==> src/rtl/core/spq_pkg.sv <==
package spq_pkg;

    // Queue depth and derived widths
    localparam int DEPTH   = 128;
    localparam int CNT_W   = $clog2(DEPTH + 1);
    localparam int VALUE_W = 32;
    localparam int OCC_W   = 8;

    // Request codes
    typedef enum logic [1:0] {
        KIND_INSERT = 2'd0,
        KIND_REMOVE = 2'd1,
        KIND_PEEK   = 2'd2,
        KIND_NOP    = 2'd3
    } kind_t;

    // Status codes
    typedef enum logic [1:0] {
        ST_OK    = 2'd0,
        ST_EMPTY = 2'd1,
        ST_FULL  = 2'd2,
        ST_RSVD  = 2'd3
    } status_t;

    // Control broadcast to every cell of the chain
    typedef struct packed {
        logic                      shift_in;   // insert the value
        logic                      shift_out;  // remove the head
        logic signed [VALUE_W-1:0] value;      // value being inserted
    } cell_ctrl_t;

endpackage

==> src/rtl/core/spq_cell.sv <==
module spq_cell (
    input  logic                               clk,
    input  spq_pkg::cell_ctrl_t                ctrl,
    input  logic                               occ,         // this cell holds an entry
    input  logic                               gt_left,     // left cell would move right
    input  logic signed [spq_pkg::VALUE_W-1:0] entry_left,
    input  logic signed [spq_pkg::VALUE_W-1:0] entry_right,
    output logic                               gt,          // entry is after the new value
    output logic signed [spq_pkg::VALUE_W-1:0] entry
);
    import spq_pkg::*;

    logic signed [VALUE_W-1:0] entry_reg;
    logic signed [VALUE_W-1:0] entry_next;

    // An empty cell counts as larger than any value; equal values stay ahead
    assign gt = !occ || (entry_reg > ctrl.value);

    // Pick the next entry: open a slot on insert, pull from the right on remove
    always_comb
    begin
        priority if (ctrl.shift_in && gt)
        begin
            entry_next = gt_left ? entry_left : ctrl.value;
        end
        else if (ctrl.shift_out)
        begin
            entry_next = entry_right;
        end
        else
        begin
            entry_next = entry_reg;
        end
    end

    always_ff @(posedge clk)
    begin
        entry_reg <= entry_next;
    end

    assign entry = entry_reg;

endmodule

==> config.mk <==
export PLATFORM = sky130hd
export DESIGN_NAME = spq_cell
export DESIGN_NICKNAME = d
export VERILOG_FILES = /design/src/rtl/core/spq_pkg.sv /design/src/rtl/core/spq_cell.sv
export SDC_FILE = /design/constraint.sdc
export NUM_CORES = 1
export LEC_CHECK = 0
export BUFFER_PORTS_ARGS = -buffer_cell sky130_fd_sc_hd__buf_2
export CAP_MARGIN = 40
export CORE_MARGIN = 2
export CORE_UTILIZATION = 42
export CTS_CLUSTER_SIZE = 20
export DETAILED_ROUTE_END_ITERATION = 8
export HOLD_SLACK_MARGIN = 0.12
export PLACE_DENSITY = 0.87
export SLEW_MARGIN = 20
export SYNTH_ARGS = -nofsm -noshare
export SYNTH_HDL_FRONTEND = slang
export SYNTH_SLANG_ARGS = --single-unit
==> constraint.sdc <==
create_clock -name clk -period 3.5 [get_ports clk]
set_input_delay 0.525 -clock clk [delete_from_list [all_inputs] [get_ports clk]]
set_output_delay 0.525 -clock clk [all_outputs]
set_load 0.01 [all_outputs]
======== After elaboration in Yosys (flattened, before gate mapping) ========
Cells that the tools add are included.
cells by class
  div/mod/pow operators ................... 0
  bitwise operators ....................... 0
  magnitude comparators ................... 1
  reductions and logical operators ........ 4
  eq/ne operators ......................... 0
  multiply operators ...................... 0
  $add $sub $neg .......................... 0
  shift-type cells ........................ 0
  mux-type cells .......................... 3
operator list
  cell                 number
  2-to-1 mux 32 bit    3
  > comparator 32 bit  1
  nonzero test 2 bit   1
  logical AND 1 bit    1
  zero test 1 bit      1
  logical OR 1 bit     1
storage, ports and cells
  output and inout port bits .............. 33
  register bits after elaboration ......... 32
  memories ................................ 0
  RAM bits ................................ 0
  memory bits (read-only) ................. 0
  bits of input ports ..................... 101
  bits in latches ......................... 0
  logic and storage cells ................. 9

======== Logic depth before layout (Yosys ltp) ========
  word-level depth ........................ 4
  depth in mapped cells ................... 10
  mapped depth without buffers ............ 9

======== Least setup slack after synthesis ========
OpenSTA, ideal clock, no wires.
  kind .................................... input -> register
  start ................................... input port ctrl[31] (netlist bit)
  end ..................................... register entry_reg[0] (netlist: entry[0]), enable pin
  library setup time ...................... 0.330 ns
  data arrival time ....................... 2.980 ns
  path buffers ............................ 1
  slack ................................... 0.190 ns
  stages on the path ...................... 10
  data required time ...................... 3.170 ns
  cell sequence ........................... inv_1 > ha_1 > nand4_1 > or4_4 > nand2b_4 > and3_4 > a2bb2oi_2 > o311ai_4 > buf_6 > or2_2
on the way
  word-level cells in the longest chain between the ends .. 4
ends and longest elaborated chain
  element                              line            source
  start, declared                      spq_cell.sv:3   input spq_pkg::cell_ctrl_t ctrl,
  > comparator 32 bit                  spq_cell.sv:17  assign gt = !occ || (entry_reg > ctrl.value);
  logical OR 1 bit                     spq_cell.sv:17
  logical AND 1 bit                    spq_cell.sv:22  priority if (ctrl.shift_in && gt)
  nonzero test 2 bit (no source line)  --
  end signal, assigned                 spq_cell.sv:38  entry_reg <= entry_next;
  end, declared                        spq_cell.sv:13  logic signed [VALUE_W-1:0] entry_reg;
Every way passes these cells.
A chain may end at the register's enable or synchronous reset.

======== Worst setup path after layout ========
  start ................................... register entry_reg[29] (netlist: entry[29])
  end ..................................... register entry_reg[1] (netlist: entry[1]), data pin
on the way
  word-level cells in the longest chain between the ends .. 4
ends and longest elaborated chain
  element              line            source
  > comparator 32 bit  spq_cell.sv:17
  logical OR 1 bit     spq_cell.sv:17
  logical AND 1 bit    spq_cell.sv:22
  2-to-1 mux 32 bit    spq_cell.sv:22
  via entry_next[1]    spq_cell.sv:14  logic signed [VALUE_W-1:0] entry_next;
The timed path passes the listed nets, and every way through them passes these cells.

==> results.ini <==
[floorplan]
initial_utilization_pct=42.9
ios=134
core_region_area_sq_um=6240
chipHeight_um=83.8
row_count=29
fp.dieArea_sq_um=7030
fp.dieW_um=83.8

[route]
wl_met2_um=3400
dr.pass1.iters=4
vias_per_cell=4.99
vias=2382
wl_um=6610
m1WireLength_um=2680
detail-route-antenna-nets=0
drc=0
top_layer=met4
met3WireLength_um=418
wire_per_inst_um=13.9
drtIter0Drc=77

[clocking]
cts_setup_buffers=0
ctsHoldBuffers=0
ctsResizeCount=0
clkSlewWorstSetupHoldPaths_ps=70
cts_sinks=32
root_buffer=clkbuf_8
insertion_delay_ps=280
numCtsBuffers=5
htree_levels=2
cts_max_path_buffers=2
tritoncts=done

[power_and_ir_drop]
powerDensity_nw_per_um2=449
peakVddDrop_mv=0.223
p_leak_nw=1.85

[worst_setup_path]
required_ps=3530
worst-endpoint-arrival_ps=3190
crit_chain=ha_1 -> nand4_1 -> or4_4 -> nor3_1 -> o21ai_1 -> o311ai_4 -> buf_4 -> mux2_2
cp-end-kind=flop
critPathKind=reg -> reg
critPathBufInv=1
crit_fanout=32
cpPeakStageDelay_ps=580
cp_top_family=simple AND/OR/NAND/NOR gates
crit_slowest_cell=or4_4
r2r_start=entry[29]$_DFFE_PP_
critPathLaunchType=flop
crit_start=entry[29]$_DFFE_PP_

[place]
place.gp.congestion=0.891
dpl.hpwl_um=5290
pre_cts_ws_ps=137
port_buffers=133

[sta]
fmax_mhz=317
setup-tns-final_ps=0
setup_slack_ps=346
worst_pin_slew_ps=759
hold_viol=0
finalCriticalPeriod_ps=3150
skew_ps=6.34
rsz0062_at_grt=no
min_period_over_period_pct=90.1
drv_slew=0
slew_headroom_pct=49.4
finalSetupViolCount=0

[layout]
antenna_cells=0
largest_reg_flops=32
final_layout_size_suffix_gt1_share_pct=46.3
postLayoutCoreUtil_pct=56.9
nets=532
fillers=549
synthToLayoutAreaGrowth_pct=32.6

[hold_path]
hold_path_startpoint=entry_right[21]
min-delay-path-class=in -> reg

[global_route]
grt_max_degree=64
grt_pass1_wl_um=10500
grt_util_all_layers_pct=18.5
grt_pass1_vias=2424
overflow=0
antenna_found_initial=0

[status]
status=complete, no violations

[yosys]
syn_nets=396
syn_area_sq_um=2680
netlist_instances=263
synth.yosys.seq_area_share_pct=35.9
avgSynthCellArea_sq_um=10.2
ys_seq_elements=32
synth.distinct_cells=29
yosysWarnings=0

[run]
cap_viol_max_count=0

[cells by family after synthesis]
family          Yosys count  share of synthesized area (%)
simple gates             61                           10.9
compound gates           60                           13.1
buf+inv                  45                           7.20
mux                      33                           18.0
fa+ha+maj                32                           15.0
flops                    32                           35.9
[final cells by class]
cell class                      count  area [sq um]  area share (%)
Clock buffer                        5          68.8            1.94
Clock inverter                      3          37.5            1.06
Inverter                           35           131            3.70
Multi-Input combinational cell    186          1520            42.9
Sequential cell                    32           961            27.1
Tap cell                           77          96.3            2.72
Timing Repair Buffer              139           731            20.6
[cell usage after synthesis]
| library cell | number | area (sq um) |
|---|---|---|
| nand2_1 | 40 | 150 |
| inv_1 | 35 | 131 |
| o21ai_0 | 35 | 175 |
| edfxtp_1 | 32 | 961 |
| ha_1 | 32 | 400 |
| mux2_4 | 29 | 435 |
| a21oi_1 | 16 | 80.1 |
| nand4_1 | 8 | 50.1 |
| clkbuf_1 | 6 | 22.5 |
| mux2_2 | 4 | 45.0 |
| buf_6 | 3 | 33.8 |
| nand3_1 | 3 | 15.0 |
| nor3_1 | 3 | 15.0 |
| o211ai_1 | 2 | 15.0 |
| a21bo_2 | 1 | 10.0 |
| a21o_1 | 1 | 7.51 |
| a221oi_1 | 1 | 8.76 |
| a2bb2oi_2 | 1 | 15.0 |
| and3_4 | 1 | 11.3 |
| buf_2 | 1 | 5.00 |
| nand2b_4 | 1 | 13.8 |
| nor2b_1 | 1 | 6.26 |
| nor4_1 | 1 | 6.26 |
| o21a_1 | 1 | 7.51 |
| o21ai_1 | 1 | 5.00 |
| o311ai_4 | 1 | 26.3 |
| or2_2 | 1 | 6.26 |
| or3_1 | 1 | 6.26 |
| or4_4 | 1 | 11.3 |
[cell usage in the layout, fill, tap and decap left out, types with 2 or more instances in the layout]
cell type  Yosys  layout
nand2_1       40      40
o21ai_0       35      35
nand3_1        3       3
inv_1         35      35
clkinv_1       0       2
clkbuf_8       0       5
nand4_1        8       8
buf_4          0       5
mux2_4        29      29
a21oi_1       16      16
buf_2          1     133
nor3_1         3       3
ha_1          32      32
edfxtp_1      32      32
mux2_2         4       4
o211ai_1       2       2
[metrics by stage]
stage / instance area (sq um) / power [mW] / hold WS, ps / std cells
after floorplan: 2680 / 1.03 / 743 / 263
after global placement: 3410 / 1.22 / 826 / 468
after detailed placement: 3410 / 1.26 / 828 / 468
after CTS: 3520 / 1.61 / 533 / 476
after global routing: 3550 / 1.69 / 533 / 477
final: 3550 / 1.59 / 540 / 477
[power breakdown]
part	switching (mW)	total [mW]	internal (mW)
Clock	0.139	0.346	0.207
Sequential	0.0460	0.582	0.536
Combinational	0.332	0.667	0.334
Total	0.517	1.59	1.08
[metal layers]
layer,up-vias,global-route usage [%]
met2,95,33.5
met5,-,0
met3,12,3.76
met1,1066,21.5
li1,1209,-
met4,0,6.60
[path summary, 6_finish.rpt]
path	end	slack, ps	cells past startpoint
hold / removal	entry[21]$_DFFE_PP_	540	2
hold reg to reg	entry[29]$_DFFE_PP_	1480	5
setup / recovery	entry[1]$_DFFE_PP_	350	8
setup reg to reg	entry[1]$_DFFE_PP_	350	8
Power figures use the tool's default switching activity.
